[config.mk]
export PLATFORM = sky130hd
export DESIGN_NAME = quoted_string_escape_decoder_top_flat
export DESIGN_NICKNAME = d
export VERILOG_FILES = /design/src/rtl/qsed_pkg.sv /design/src/rtl/qsed_if.sv /design/src/rtl/qsed_step.sv /design/src/rtl/quoted_string_escape_decoder_top.sv /design/src/flat_wrapper.sv
export SDC_FILE = /design/constraint.sdc
export NUM_CORES = 1
export LEC_CHECK = 0
export BUFFER_PORTS_ARGS = -buffer_cell sky130_fd_sc_hd__buf_2
export CORE_UTILIZATION = 35
export DETAILED_ROUTE_END_ITERATION = 6
export GPL_TIMING_DRIVEN = 0
export PLACE_DENSITY = 0.52
export SYNTH_ARGS = -nofsm -noshare
export SYNTH_HDL_FRONTEND = slang
export SYNTH_SLANG_ARGS = --single-unit
[constraint.sdc]
create_clock -name clk -period 4.7 [get_ports clk]
set_input_delay 0.235 -clock clk [delete_from_list [all_inputs] [get_ports clk]]
set_output_delay 0.235 -clock clk [all_outputs]
set_load 0.01 [all_outputs]
[src/rtl/qsed_pkg.sv]
// Package: shared types, character codes and decode functions for the escape decoder.
`default_nettype none
package qsed_pkg;

  typedef enum logic [3:0] {
    MODE_START  = 4'd0,
    MODE_PASS   = 4'd1,
    MODE_QUOTED = 4'd2,
    MODE_ESC    = 4'd3,
    MODE_HEX1   = 4'd4,
    MODE_HEX2   = 4'd5,
    MODE_OCT1   = 4'd6,
    MODE_OCT2   = 4'd7,
    MODE_CLOSED = 4'd8,
    MODE_ERROR  = 4'd9
  } mode_t;

  localparam logic [7:0] CH_QUOTE  = 8'h22;
  localparam logic [7:0] CH_BSLASH = 8'h5C;
  localparam logic [7:0] CH_X      = 8'h78;
  localparam logic [7:0] CH_ONE    = 8'h31;
  localparam logic [7:0] CH_SEVEN  = 8'h37;

  localparam int unsigned PART_W = 13;
  localparam logic signed [PART_W-1:0] OCT_BIAS = 13'sd48;
  localparam logic signed [PART_W-1:0] OCT_MAX  = 13'sd255;

  typedef struct packed {
    mode_t                     mode;
    logic [3:0]                first_digit;
    logic signed [PART_W-1:0]  partial_value;
  } dec_state_t;

  typedef struct packed {
    logic [7:0] data_byte;
    logic       byte_valid;
    logic       done_res;
    logic       status;
  } dec_result_t;

  localparam dec_state_t STATE_RESET = '{mode: MODE_START, first_digit: 4'd0,
                                         partial_value: '0};

  // {valid, nibble}
  function automatic logic [4:0] hex_value(input logic [7:0] b);
    logic [4:0] r;
    r = 5'd0;
    if (b >= 8'h41 && b <= 8'h46) r = {1'b1, 4'(b - 8'h37)};
    else if (b >= 8'h61 && b <= 8'h66) r = {1'b1, 4'(b - 8'h57)};
    else if (b >= 8'h30 && b <= 8'h39) r = {1'b1, b[3:0]};
    return r;
  endfunction

  // {valid, byte} for single-letter escapes
  function automatic logic [8:0] simple_escape(input logic [7:0] b);
    logic [8:0] r;
    r = 9'd0;
    case (b)
      8'h30: r = {1'b1, 8'd0};
      8'h6E: r = {1'b1, 8'd10};
      8'h72: r = {1'b1, 8'd13};
      8'h74: r = {1'b1, 8'd9};
      8'h76: r = {1'b1, 8'd11};
      8'h61: r = {1'b1, 8'd7};
      8'h62: r = {1'b1, 8'd8};
      8'h66: r = {1'b1, 8'd12};
      8'h27: r = {1'b1, 8'd39};
      8'h22: r = {1'b1, 8'd34};
      8'h5C: r = {1'b1, 8'd92};
      default: r = 9'd0;
    endcase
    return r;
  endfunction

endpackage
`default_nettype wire

[src/rtl/qsed_if.sv]
// Interfaces: input and output valid/ready channels of the escape decoder.
`default_nettype none
interface qsed_in_if;
  logic       valid;
  logic       ready;
  logic [7:0] char_byte;
  logic       present;
  logic       last;

  modport source (output valid, output char_byte, output present, output last,
                  input ready);
  modport sink (input valid, input char_byte, input present, input last,
                output ready);
endinterface

interface qsed_out_if;
  logic       valid;
  logic       ready;
  logic [7:0] data_byte;
  logic       byte_valid;
  logic       done_res;
  logic       status;

  modport source (output valid, output data_byte, output byte_valid,
                  output done_res, output status, input ready);
  modport sink (input valid, input data_byte, input byte_valid,
                input done_res, input status, output ready);
endinterface
`default_nettype wire

[src/rtl/qsed_step.sv]
// Combinational decode of one byte: next decoder state and the result of the transaction.
`default_nettype none
module qsed_step (
  input  qsed_pkg::dec_state_t  st,
  input  logic [7:0]            char_byte,
  input  logic                  present,
  input  logic                  last,
  output qsed_pkg::dec_state_t  st_next,
  output qsed_pkg::dec_result_t res,
  output logic                  has_result
);
  import qsed_pkg::*;

  dec_state_t                upd;
  logic                      emit;
  logic [7:0]                data;
  logic [4:0]                hx;
  logic [8:0]                esc;
  logic signed [PART_W-1:0]  off;
  logic signed [PART_W-1:0]  oct_val;
  logic                      bad_end;

  assign hx      = hex_value(char_byte);
  assign esc     = simple_escape(char_byte);
  assign off     = $signed({5'b0, char_byte}) - OCT_BIAS;
  assign oct_val = st.partial_value + off;

  always_comb begin
    upd  = st;
    emit = 1'b0;
    data = 8'd0;
    if (present) begin
      unique case (st.mode)
        MODE_START: begin
          if (char_byte == CH_QUOTE) begin
            upd.mode = MODE_QUOTED;
          end else begin
            upd.mode = MODE_PASS;
            emit     = 1'b1;
            data     = char_byte;
          end
        end
        MODE_PASS: begin
          emit = 1'b1;
          data = char_byte;
        end
        MODE_QUOTED: begin
          if (char_byte == CH_QUOTE) begin
            upd.mode = MODE_CLOSED;
          end else if (char_byte == CH_BSLASH) begin
            upd.mode = MODE_ESC;
          end else begin
            emit = 1'b1;
            data = char_byte;
          end
        end
        MODE_ESC: begin
          if (esc[8]) begin
            emit     = 1'b1;
            data     = esc[7:0];
            upd.mode = MODE_QUOTED;
          end else if (char_byte == CH_X) begin
            upd.mode = MODE_HEX1;
          end else if (char_byte >= CH_ONE && char_byte <= CH_SEVEN) begin
            upd.partial_value = $signed({4'b0, char_byte[2:0], 6'b0});
            upd.mode          = MODE_OCT1;
          end else begin
            upd.mode = MODE_ERROR;
          end
        end
        MODE_HEX1: begin
          if (!hx[4]) begin
            upd.mode = MODE_ERROR;
          end else begin
            upd.first_digit = hx[3:0];
            upd.mode        = MODE_HEX2;
          end
        end
        MODE_HEX2: begin
          if (!hx[4]) begin
            upd.mode = MODE_ERROR;
          end else begin
            emit     = 1'b1;
            data     = {st.first_digit, hx[3:0]};
            upd.mode = MODE_QUOTED;
          end
        end
        MODE_OCT1: begin
          upd.partial_value = st.partial_value + (off <<< 3);
          upd.mode          = MODE_OCT2;
        end
        MODE_OCT2: begin
          if (oct_val > OCT_MAX) begin
            upd.mode = MODE_ERROR;
          end else begin
            emit     = 1'b1;
            data     = oct_val[7:0];
            upd.mode = MODE_QUOTED;
          end
        end
        default: ;  // closed or error: byte ignored
      endcase
    end
  end

  assign bad_end = !(upd.mode == MODE_START || upd.mode == MODE_PASS ||
                     upd.mode == MODE_CLOSED);

  assign st_next        = last ? STATE_RESET : upd;
  assign res.data_byte  = data;
  assign res.byte_valid = emit;
  assign res.done_res   = last;
  assign res.status     = last & bad_end;
  assign has_result     = emit | last;

endmodule
`default_nettype wire

[src/rtl/quoted_string_escape_decoder_top.sv]
// Top level: input register, decode state and result register of the escape decoder.
// A result is registered when its byte leaves the input register.
// Throughput: one byte per cycle unless out_ch stalls; input and result registers let
// a new byte in while a result waits at the output, if the input register is empty.
// Non-final bytes that produce nothing (no byte, or ignored) leave no result transaction.
// Reset (rst, synchronous, active high) empties both registers and returns the
// decoder to the start-of-string mode.
`default_nettype none
module quoted_string_escape_decoder_top (
  input  logic              clk,
  input  logic              rst,
  qsed_in_if.sink           in_ch,
  qsed_out_if.source        out_ch
);
  import qsed_pkg::*;

  // Input register
  logic        s1_valid;
  logic [7:0]  s1_char;
  logic        s1_present;
  logic        s1_last;

  // Decoder state, carried between bytes of one string
  dec_state_t  st;
  dec_state_t  st_next;

  // Result register
  logic        out_valid;
  dec_result_t out_res;

  dec_result_t step_res;
  logic        step_has;
  logic        out_adv;    // result register can load this cycle
  logic        s1_move;    // input register hands its byte to the decoder

  assign out_adv      = !out_valid || out_ch.ready;
  assign s1_move      = s1_valid && out_adv;
  assign in_ch.ready  = !s1_valid || out_adv;

  qsed_step u_step (
    .st         (st),
    .char_byte  (s1_char),
    .present    (s1_present),
    .last       (s1_last),
    .st_next    (st_next),
    .res        (step_res),
    .has_result (step_has)
  );

  always_ff @(posedge clk) begin
    if (rst) begin
      s1_valid <= 1'b0;
    end else if (in_ch.ready) begin
      s1_valid <= in_ch.valid;
    end
  end

  always_ff @(posedge clk) begin
    if (in_ch.ready && in_ch.valid) begin
      s1_char    <= in_ch.char_byte;
      s1_present <= in_ch.present;
      s1_last    <= in_ch.last;
    end
  end

  // State advances only when the byte really leaves the input register
  always_ff @(posedge clk) begin
    if (rst) begin
      st <= STATE_RESET;
    end else if (s1_move) begin
      st <= st_next;
    end
  end

  always_ff @(posedge clk) begin
    if (rst) begin
      out_valid <= 1'b0;
    end else if (s1_move) begin
      out_valid <= step_has;
    end else if (out_ch.ready) begin
      out_valid <= 1'b0;
    end
  end

  always_ff @(posedge clk) begin
    if (s1_move && step_has) begin
      out_res <= step_res;
    end
  end

  assign out_ch.valid      = out_valid;
  assign out_ch.data_byte  = out_res.data_byte;
  assign out_ch.byte_valid = out_res.byte_valid;
  assign out_ch.done_res   = out_res.done_res;
  assign out_ch.status     = out_res.status;

  // A string's last byte leaves the decoder back at the start of a string
  a_last_resets: assert property (@(posedge clk) disable iff (rst)
    s1_move && s1_last |=> st.mode == MODE_START && st.partial_value == '0)
    else $error("decoder state not cleared after last byte");

  // A byte with no result must not create an output transaction
  a_no_spurious: assert property (@(posedge clk) disable iff (rst)
    s1_move && !step_has |=> !out_valid)
    else $error("output transaction without a result");

  // Status is only reported together with the end of a string
  a_status_done: assert property (@(posedge clk) disable iff (rst)
    out_valid && !out_res.done_res |-> !out_res.status)
    else $error("status set on a non-final result");

  // Data is zero whenever no byte is carried
  a_data_zero: assert property (@(posedge clk) disable iff (rst)
    out_valid && !out_res.byte_valid |-> out_res.data_byte == 8'd0)
    else $error("data byte set without byte_valid");

endmodule
`default_nettype wire

[src/flat_wrapper.sv]
// flat-port wrapper written by rule: the top's interface ports become plain ports
module quoted_string_escape_decoder_top_flat import qsed_pkg::*;
  (clk, rst, in_ch_valid, in_ch_char_byte, in_ch_present, in_ch_last, in_ch_ready, out_ch_valid, out_ch_data_byte, out_ch_byte_valid, out_ch_done_res, out_ch_status, out_ch_ready);
  qsed_in_if in_ch_i ();
  qsed_out_if out_ch_i ();
  input  logic clk;
  input  logic rst;
  input wire logic [$bits(in_ch_i.valid)-1:0] in_ch_valid;
  input wire logic [$bits(in_ch_i.char_byte)-1:0] in_ch_char_byte;
  input wire logic [$bits(in_ch_i.present)-1:0] in_ch_present;
  input wire logic [$bits(in_ch_i.last)-1:0] in_ch_last;
  output wire logic [$bits(in_ch_i.ready)-1:0] in_ch_ready;
  output wire logic [$bits(out_ch_i.valid)-1:0] out_ch_valid;
  output wire logic [$bits(out_ch_i.data_byte)-1:0] out_ch_data_byte;
  output wire logic [$bits(out_ch_i.byte_valid)-1:0] out_ch_byte_valid;
  output wire logic [$bits(out_ch_i.done_res)-1:0] out_ch_done_res;
  output wire logic [$bits(out_ch_i.status)-1:0] out_ch_status;
  input wire logic [$bits(out_ch_i.ready)-1:0] out_ch_ready;
  assign in_ch_i.valid = in_ch_valid;
  assign in_ch_i.char_byte = in_ch_char_byte;
  assign in_ch_i.present = in_ch_present;
  assign in_ch_i.last = in_ch_last;
  assign in_ch_ready = in_ch_i.ready;
  assign out_ch_valid = out_ch_i.valid;
  assign out_ch_data_byte = out_ch_i.data_byte;
  assign out_ch_byte_valid = out_ch_i.byte_valid;
  assign out_ch_done_res = out_ch_i.done_res;
  assign out_ch_status = out_ch_i.status;
  assign out_ch_i.ready = out_ch_ready;
  quoted_string_escape_decoder_top u_core (.clk(clk), .rst(rst), .in_ch(in_ch_i), .out_ch(out_ch_i));
endmodule
==> flow_metrics.py, run 1 <==
metrics = {
    "finish": {
        "drive_gt1_share_pct": 13.4,
        "final_nets": 489,
        "design_area_sq_um": 3870,
        "area_growth_pct": 11.5,
        "finish.utilization_pct": 41.2,
        "antenna_cells": 0,
    },
    "global_route": {
        "grt_first_pass_wirelength_um": 15700,
        "gr-total-overflow": 0,
        "grt_antenna_before_repair": 0,
        "grt_max_degree": 14,
        "grt_pass1_vias": 3054,
        "grt_usage_pct": 19.7,
    },
    "min_path": {
        "hp-class": "in2reg",
    },
    "critical_path": {
        "worstSetupEndpointType": "register",
        "worstPathBufferInverterCount": 1,
        "cp_slowest_cell": "o31ai_4",
        "crit_path_start": "u_core.s1_char[4]",
        "crit_top_cell": "nor2_1",
        "crit_fanout": 11,
        "start_kind": "register",
        "crit_chain": "inv_1 -> nor2_1 -> nor2_1 -> xor2_1 -> ha_1 -> or2_2 -> o41ai_1 -> a31oi_1 -> o31ai_1 -> xnor2_1 -> o21ai_4 -> a21oi_2 -> o31ai_4",
        "ff2ff_path_depth": 13,
        "critPathCapture": "u_core.out_ch.data_byte[6]",
        "crit_type": "reg2reg",
        "r2r_start": "u_core.s1_char[4]",
        "cp.required_ps": 4640,
        "cp_top_family": "compound AO/OA/AOI/OAI gates",
        "r2r_end": "u_core.out_ch.data_byte[6]",
        "cp.depth": 13,
        "r2r_slack_ps": 510,
        "slowest_delay_ps": 550,
        "cp.arrival_ps": 4130,
    },
    "sta": {
        "relSlewSlack_pct": 37.3,
        "hold_ws_ps": 104,
        "tightest_slew_ps": 934,
        "setup_viol": 0,
        "slew_violations": 0,
        "rsz0062_at_grt": "no",
        "finalWorstSetupSlack_ps": 507,
        "min_period_over_period_pct": 89.2,
        "max_freq_ghz": 0.238,
        "period_minus_slack_ps": 4190,
        "finalHoldViolations": 0,
        "fin_skew_ps": 8.27,
    },
    "clocking": {
        "cts_htree_levels": 2,
        "root_buffer": "clkbuf_8",
        "cts_tree": "yes",
        "clockBufferDepth": 2,
        "insertion_delay_ps": 300,
        "clkTransAtPathRegs_ps": 80,
        "cts_made_buffers": 5,
        "hold_buffers": 0,
        "clock_sinks": 41,
    },
    "routing": {
        "final_antenna_net_count": 0,
        "drt-total-wl_um": 9570,
        "dr_total_vias": 3310,
        "vias_per_cell": 5.74,
        "wire_per_inst_um": 16.6,
        "drtIter0Drc": 279,
        "drc": 0,
        "dr.pass1.iters": 5,
    },
    "logic_synthesis": {
        "yosysWarnings": 0,
        "ys_types": 74,
        "yosysSeqAreaShare_pct": 29.7,
        "netlist_area_sq_um": 3470,
        "synth_edf_count": 21,
        "syn_nets": 456,
        "synth-seq-cells": 41,
        "async_reset_ff_share_pct": 0,
        "synth_ff_type": "edfxtp_1",
        "syn_inst": 414,
        "syn_avg_cell_area_sq_um": 8.39,
    },
    "run": {
        "maxCapViolCount": 0,
    },
    "die": {
        "core_sq_um": 9420,
        "num_io_pins": 27,
        "initial_core_util_pct": 36.9,
        "die_h_um": 102,
        "die_x_um": 102,
        "placementRows": 35,
        "dieArea_sq_um": 10300,
    },
    "place": {
        "place.gp.congestion": 0.939,
        "post-place-ws_ps": 245,
        "hpwl_um": 7410,
        "postPlaceCellArea_sq_um": 3770,
        "io_buffers": 26,
    },
    "power": {
        "switching_share_pct": 30.6,
        "power.density_nw_per_um2": 214,
        "pwr-share-seq_pct": 49.0,
        "p_switching_mw": 0.253,
        "p_clk_share_pct": 30.5,
        "p_leak_nw": 1.47,
        "vdd_drop_max_uv": 119,
        "intPower_mw": 0.575,
        "comb_power_share_pct": 20.5,
        "p_total_mw": 0.828,
    },
    "outcome": {
        "status": "completed",
    },
}
cell usage in the layout (no fill, tap or decap), types with 4 or more instances in the layout:
cell,n
or3_1,9
ha_1,27
and3_1,8
nor2_1,42
nand2_1,30
nand2b_1,7
nor2b_1,4
a21o_1,4
a211oi_1,4
nor4_1,7
buf_2,33
clkbuf_8,6
xor2_1,7
edfxtp_1,21
xnor2_1,10
a31oi_1,8
a21oi_1,33
o21ai_0,13
nand3_1,14
o21a_1,4
dfxtp_1,20
and2_1,5
o211ai_1,7
clkbuf_1,8
nor3_1,19
a22oi_1,7
inv_1,19
mux2i_1,4
logic make-up (layout without fill, tap and decap cells):
family                   Yosys count  in the layout  synth area share [%]
AND/OR/NAND/NOR                  166            166                  25.0
flip-flops                        41             41                  29.7
AO/OA/AOI/OAI                    120            120                  24.6
adder cells (fa/ha/maj)           28             28                  10.3
buffers and inverters             36             70                  4.57
multiplexers                       5              5                  1.48
other                              1              1                 0.108
XOR/XNOR                          17             17                  4.29
power groups by stage:
stage | logic (mW) | clock network [mW] | registers (mW)
finish | 0.170 | 0.253 | 0.405
global route | 0.189 | 0.275 | 0.408
CTS | 0.167 | 0.261 | 0.405
detailed placement | 0.166 | 0 | 0.414
global placement | 0.169 | 0 | 0.414
floorplan | 0.119 | 0 | 0.412
metal layers:
metal	share of wire, %	vias to the layer above	wire length [um]	global-route usage, %
li1	-	1623	-	-
met2	41	135	3890	28.6
met4	3.3	0	320	8.47
met3	6.2	20	592	3.45
met5	0	-	0	0
met1	50	1532	4770	28.5
what timing repair did:
item	CTS	global route
gates resized for setup	0	1
setup buffers	0	0
setup endpoints to repair	0	11
cells in the mapped netlist (3+ instances only):
| cell type | n | area, sq um |
|---|---|---|
| or2_2 | 3 | 18.8 |
| a22oi_1 | 7 | 52.6 |
| a211oi_1 | 4 | 30.0 |
| o211ai_1 | 7 | 52.6 |
| a21o_1 | 4 | 30.0 |
| o21ai_0 | 13 | 65.1 |
| a31oi_1 | 8 | 50.1 |
| nand3b_1 | 3 | 22.5 |
| nand2_1 | 30 | 113 |
| edfxtp_1 | 21 | 631 |
| xnor2_1 | 10 | 87.6 |
| and3_1 | 8 | 50.1 |
| a221oi_1 | 3 | 26.3 |
| and2_1 | 5 | 31.3 |
| nor2b_1 | 4 | 25.0 |
| xor2_1 | 7 | 61.3 |
| inv_1 | 19 | 71.3 |
| nand2b_1 | 7 | 43.8 |
| nor2_1 | 42 | 158 |
| or3_1 | 9 | 56.3 |
| nor4_1 | 7 | 43.8 |
| a2111oi_0 | 3 | 26.3 |
| ha_1 | 27 | 338 |
| buf_2 | 7 | 35.0 |
| a21oi_1 | 33 | 165 |
| mux2i_1 | 4 | 40.0 |
| nor3_1 | 19 | 95.1 |
| nand3_1 | 14 | 70.1 |
| o21a_1 | 4 | 30.0 |
| clkbuf_1 | 8 | 30.0 |
| dfxtp_1 | 20 | 400 |
sequential cells by signal, summed over array words and instances (netlist names):
signal                    flops
u_core.s1_valid               1
u_core.out_ch.data_byte       8
u_core.out_ch.byte_valid      1
u_core.s1_char                8
u_core.out_ch.status          1
u_core.st                    18
u_core.out_ch.done_res        1
u_core.s1_present             1
u_core.s1_last                1
u_core.out_ch.valid           1
per-stage QoR:
step                setup TNS (ps)  instances
detailed placement               0        569
global route                     0        577
global placement             -1640        569
CTS                              0        577
floorplan                        0        414
finish                           0        577
final cells by class:
class                   instances  area, sq um
fillers                       970         5540
multi-input cells             337         2300
well taps                     129          161
inverters                      19         71.3
plain buffers                  17         87.6
repair buffers                 26          130
clock buffers                   6         82.6
clock inverters                 2         12.5
flip-flops and latches         41         1030
worst min path at each step:
stage                        from                 to  slack (ps)  depth (start not counted)
2_1_floorplan  in_ch_char_byte[0]  u_core.s1_char[0]         330                          0
3_3_place_gp   in_ch_char_byte[5]  u_core.s1_char[5]         410                          1
3_5_place_dp   in_ch_char_byte[3]  u_core.s1_char[3]         410                          1
4_1_cts        in_ch_char_byte[3]  u_core.s1_char[3]         100                          1
5_1_grt        in_ch_char_byte[2]  u_core.s1_char[2]          90                          1
6_report       in_ch_char_byte[3]  u_core.s1_char[3]         100                          1
Power figures use the tool's default switching activity.
==> inputs of run 2 (changes only) <==
--- a/config.mk
+++ b/config.mk
@@ -5,11 +5,11 @@
 export SDC_FILE = /design/constraint.sdc
 export NUM_CORES = 1
 export LEC_CHECK = 0
-export BUFFER_PORTS_ARGS = -buffer_cell sky130_fd_sc_hd__buf_2
-export CORE_UTILIZATION = 35
+export BUFFER_PORTS_ARGS = -buffer_cell sky130_fd_sc_hd__buf_4
+export CORE_UTILIZATION = 50
 export DETAILED_ROUTE_END_ITERATION = 6
 export GPL_TIMING_DRIVEN = 0
-export PLACE_DENSITY = 0.52
+export PLACE_DENSITY = 0.68
 export SYNTH_ARGS = -nofsm -noshare
 export SYNTH_HDL_FRONTEND = slang
 export SYNTH_SLANG_ARGS = --single-unit
==> run 2 against run 1 <==
Combinational power is 3% higher. Non-clock buffer count stayed put. Final cell count is 8.5% lower. Sequential power hardly changed. First-iteration DRC count is 26% higher. Die area is 29% lower. Total power is 1.1% lower. Clock power is 6% lower. Global-route usage is 6.8 points higher. Critical path type unchanged. Highest routed layer unchanged.
==> flow_metrics.py, run 2 (synthesis results as in run 1) <==
metrics = {
    "outcome": {
        "status": "completed",
    },
    "global_route": {
        "use_met1_pct": 38.2,
        "grt_use_met3_pct": 5.25,
        "grt_first_pass_wirelength_um": 15000,
        "grt_antenna_before_repair": 0,
        "top_usage_layer": "met2",
        "grt_pass1_vias": 2919,
        "gr-usage-met2_pct": 39.6,
        "grt_usage_pct": 26.5,
        "gr-total-overflow": 0,
        "grt_max_degree": 14,
    },
    "clocking": {
        "insertion_delay_ps": 300,
        "clock_sinks": 41,
        "cts-resized-gates": 0,
        "clkTransAtPathRegs_ps": 90,
        "cts_tree": "yes",
        "hold_buffers": 0,
        "post_cts_buffers": 0,
        "root_buffer": "clkbuf_8",
        "cts_made_buffers": 5,
        "clockBufferDepth": 2,
        "cts_htree_levels": 2,
    },
    "critical_path": {
        "crit_chain": "inv_1 -> nor2_1 -> nor2_1 -> xor2_1 -> ha_1 -> nand3_1 -> o2111ai_1 -> mux2i_1 -> xor2_1 -> nand3_1 -> o21ai_4 -> a21oi_2 -> o31ai_2",
        "start_kind": "register",
        "cp.arrival_ps": 4310,
        "slowest_delay_ps": 790,
        "cp.required_ps": 4630,
        "crit_type": "reg2reg",
        "crit_fanout": 11,
        "cp_slowest_cell": "o31ai_2",
        "worstSetupEndpointType": "register",
        "r2r_slack_ps": 320,
    },
    "sta": {
        "max_freq_ghz": 0.228,
        "slew_violations": 0,
        "hold_ws_ps": 103,
        "finalSetupTns_ps": 0,
        "finalHoldViolations": 0,
        "rsz0062_at_grt": "no",
        "finalWorstSetupSlack_ps": 322,
        "period_minus_slack_ps": 4380,
        "setup_viol": 0,
        "min_period_over_period_pct": 93.1,
        "fin_skew_ps": 6.63,
        "tightest_slew_ps": 956,
        "relSlewSlack_pct": 35.8,
    },
    "power": {
        "pwr-share-seq_pct": 49.5,
        "switching_share_pct": 31.1,
        "p_clk_share_pct": 29.1,
        "comb_power_share_pct": 21.4,
        "power.density_nw_per_um2": 212,
        "p_leak_nw": 1.49,
        "intPower_mw": 0.564,
        "vdd_drop_max_uv": 123,
        "p_total_mw": 0.819,
        "p_switching_mw": 0.255,
    },
    "finish": {
        "final_common_cell": "nor2_1",
        "fillCellCount": 641,
        "area_growth_pct": 11.1,
        "largest_register_ffs": 18,
        "final_cell_mix": "42 x nor2_1, 33 x a21oi_1, 30 x nand2_1, 27 x ha_1, 26 x buf_4",
        "largest_register": "u_core.st",
        "drive_gt1_share_pct": 13.6,
        "design_area_sq_um": 3860,
        "antenna_cells": 0,
        "final_nets": 489,
    },
    "routing": {
        "final_antenna_net_count": 0,
        "drc": 0,
        "wire_per_inst_um": 18.0,
        "drt-total-wl_um": 9510,
        "vias_per_cell": 6.27,
        "drtIter0Drc": 351,
        "dr.pass1.iters": 5,
        "dr_total_vias": 3313,
    },
    "place": {
        "postPlaceCellArea_sq_um": 3770,
        "place.gp.congestion": 1.03,
        "hpwl_um": 7330,
        "post-place-ws_ps": 377,
        "io_buffers": 26,
    },
    "die": {
        "core_sq_um": 6760,
        "die_h_um": 85.4,
        "dieArea_sq_um": 7290,
        "die_x_um": 85.4,
        "num_io_pins": 27,
        "initial_core_util_pct": 51.4,
        "placementRows": 30,
    },
    "run": {
        "maxCapViolCount": 0,
    },
    "min_path": {
        "hp-class": "in2reg",
    },
}
## run 2: layer usage
metal / vias to the layer above / routed length, um
met5: - / 0
met4: 0 / 246
met3: 21 / 756
met2: 149 / 4020
met1: 1522 / 4490
li1: 1621 / -
## run 2: final timing paths
path                 startpoint                          to  cells past startpoint
max reg2reg   u_core.s1_char[4]  u_core.out_ch.data_byte[2]                     13
min          in_ch_char_byte[1]           u_core.s1_char[1]                      1
min reg2reg       u_core.st[13]               u_core.st[13]                      2
max           u_core.s1_char[4]  u_core.out_ch.data_byte[2]                     13
## run 2: final cells by class
type                            instances  area [sq um]  share of cell area (%)
Timing Repair Buffer                   26           195                    5.06
Inverter                               19          71.3                    1.85
Tap cell                               80           100                    2.59
Buffer                                 17          87.6                    2.27
Clock buffer                            5          68.8                    1.78
Clock inverter                          3          17.5                   0.454
Multi-Input combinational cell        337          2290                    59.3
Sequential cell                        41          1030                    26.7
## run 2: power groups by stage
| stage | registers [mW] | logic, mW | clock network, mW |
|---|---|---|---|
| 2_1_floorplan | 0.412 | 0.119 | 0 |
| 3_3_place_gp | 0.413 | 0.171 | 0 |
| 3_5_place_dp | 0.413 | 0.172 | 0 |
| 4_1_cts | 0.405 | 0.173 | 0.244 |
| 5_1_grt | 0.407 | 0.192 | 0.254 |
| 6_report | 0.405 | 0.175 | 0.238 |
## run 2: metrics by stage
step | util (%) | std cells
after floorplan | - | 414
after CTS | 57.1 | 528
after global routing | 57.1 | 528
final | 57.1 | 528
after detailed placement | 55.9 | 520
after global placement | 55.8 | 520
## run 2: critical path, delay by kind of cell, from the launching register on
kind | cells | cell delay (ps)
buf+inv | 1 | 270
flops | 1 | 520
compound gates | 4 | 1630
xor+xnor | 2 | 490
mux | 1 | 260
fa+ha+maj | 1 | 260
simple gates | 4 | 580
==> inputs of run 3 (changes only) <==
--- a/config.mk
+++ b/config.mk
@@ -5,7 +5,7 @@
 export SDC_FILE = /design/constraint.sdc
 export NUM_CORES = 1
 export LEC_CHECK = 0
-export BUFFER_PORTS_ARGS = -buffer_cell sky130_fd_sc_hd__buf_4
+export BUFFER_PORTS_ARGS = -buffer_cell sky130_fd_sc_hd__buf_2
 export CORE_UTILIZATION = 50
 export DETAILED_ROUTE_END_ITERATION = 6
 export GPL_TIMING_DRIVEN = 0
==> constraint.sdc (replaced) <==
create_clock -name clk -period 4.6 [get_ports clk]
set_input_delay 0.23 -clock clk [delete_from_list [all_inputs] [get_ports clk]]
set_output_delay 0.23 -clock clk [all_outputs]
set_load 0.01 [all_outputs]
==> run 3 against run 2 <==
Hold slack improved by 0.86 ps. Largest power group unchanged. Sequential cell count unchanged. Largest cell class unchanged. Die area unchanged. Register-to-register slack about the same.
==> flow_metrics.py, run 3 (synthesis results as in run 1) <==
metrics = {
    "outcome": {
        "status": "completed",
    },
    "clocking": {
        "hold_buffers": 0,
        "cts_made_buffers": 5,
        "cts_htree_levels": 2,
        "clkTransAtPathRegs_ps": 80,
        "clockBufferDepth": 2,
        "post_cts_buffers": 0,
        "clock_sinks": 41,
        "insertion_delay_ps": 300,
        "root_buffer": "clkbuf_8",
        "cts-resized-gates": 0,
        "cts_tree": "yes",
    },
    "power": {
        "p_leak_nw": 1.48,
        "p_total_mw": 0.875,
        "power.density_nw_per_um2": 229,
        "vdd_drop_max_uv": 129,
    },
    "finish": {
        "final_nets": 490,
        "final_cell_mix": "42 x nor2_1, 34 x buf_2, 33 x a21oi_1, 30 x nand2_1, 27 x ha_1",
        "finish.utilization_pct": 56.5,
        "largest_register_ffs": 18,
        "drive_gt1_share_pct": 13.1,
        "design_area_sq_um": 3820,
        "stdcell_count": 529,
        "area_growth_pct": 9.83,
        "largest_register": "u_core.st",
        "antenna_cells": 0,
        "final_common_cell": "nor2_1",
    },
    "sta": {
        "min_period_over_period_pct": 93.1,
        "setup_viol": 0,
        "finalWorstSetupSlack_ps": 319,
        "fin_skew_ps": 10.1,
        "rsz0062_at_grt": "no",
        "finalHoldViolations": 0,
        "slew_violations": 0,
        "tightest_slew_ps": 908,
        "relSlewSlack_pct": 39.0,
        "period_minus_slack_ps": 4280,
        "max_freq_ghz": 0.234,
        "finalSetupTns_ps": 0,
        "hold_ws_ps": 104,
    },
    "die": {
        "num_io_pins": 27,
        "die_x_um": 85.4,
        "initial_core_util_pct": 51.4,
        "core_sq_um": 6760,
        "die_h_um": 85.4,
        "placementRows": 30,
        "dieArea_sq_um": 7290,
    },
    "global_route": {
        "grt_first_pass_wirelength_um": 14800,
        "grt_pass1_vias": 2919,
        "grt_max_degree": 13,
        "grt_usage_pct": 25.7,
        "grt_antenna_before_repair": 0,
        "gr-total-overflow": 0,
    },
    "routing": {
        "dr.pass1.iters": 5,
        "vias_per_cell": 6.32,
        "dr_total_vias": 3341,
        "drtIter0Drc": 363,
        "drt-total-wl_um": 9060,
        "drc": 0,
        "final_antenna_net_count": 0,
        "wire_per_inst_um": 17.1,
    },
    "min_path": {
        "hold_path_depth": 1,
        "hp-class": "in2reg",
    },
    "critical_path": {
        "worstPathBufferInverterCount": 2,
        "ff2ff_path_depth": 14,
        "cp_top_family": "compound AO/OA/AOI/OAI gates",
        "worstSetupEndpointType": "register",
        "r2r_slack_ps": 320,
        "slowest_delay_ps": 600,
        "crit_fanout": 9,
        "cp.depth": 14,
        "cp.arrival_ps": 4280,
        "crit_chain": "inv_1 -> nor2_1 -> nor2_1 -> xor2_1 -> ha_1 -> or2_2 -> o41ai_1 -> a31oi_1 -> o31ai_1 -> xnor2_1 -> o21ai_4 -> a21oi_2 -> o31ai_1 -> buf_2",
        "cp.required_ps": 4600,
        "start_kind": "register",
        "cp_slowest_cell": "o31ai_1",
        "crit_type": "reg2reg",
    },
    "place": {
        "place.gp.congestion": 0.967,
        "hpwl_um": 6980,
        "post-place-ws_ps": 302,
        "dp.cells": 521,
        "postPlaceCellArea_sq_um": 3710,
        "io_buffers": 26,
    },
    "run": {
        "maxCapViolCount": 0,
    },
}
[run 3: worst register-to-register path, cell delays in order (launching register included)]
cell	delay [ps]
edfxtp_1	510
inv_1	240
nor2_1	110
nor2_1	120
xor2_1	290
ha_1	320
or2_2	310
o41ai_1	270
a31oi_1	80
o31ai_1	260
xnor2_1	240
o21ai_4	180
a21oi_2	160
o31ai_1	600
buf_2	310
[run 3: layout make-up]
class,count,area [sq um]
inverter,19,71.3
multi-input combinational,337,2280
timing repair buffer,27,135
tap,80,100
sequential,41,1030
clock buffer,6,72.6
buffer,17,87.6
fill,607,2940
clock inverter,2,33.8
[run 3: report_power, final]
| part | internal, mW | switching [mW] |
|---|---|---|
| clock network | 0.160 | 0.130 |
| registers | 0.400 | 0.0133 |
| logic | 0.0650 | 0.107 |
[run 3: worst paths after layout]
| path | startpoint | end |
|---|---|---|
| hold reg to reg | u_core.st[13] | u_core.st[13] |
| setup / recovery | u_core.s1_char[4] | u_core.out_ch.data_byte[4] |
| setup reg to reg | u_core.s1_char[4] | u_core.out_ch.data_byte[4] |
| hold / removal | in_ch_char_byte[2] | u_core.s1_char[2] |
[run 3: per-layer routing]
layer	wire length, um	GRT usage [%]	up-vias
met2	3940	40.2	174
met5	0	0	-
met3	747	4.18	13
met4	122	7.58	0
li1	-	-	1627
met1	4250	36.7	1527
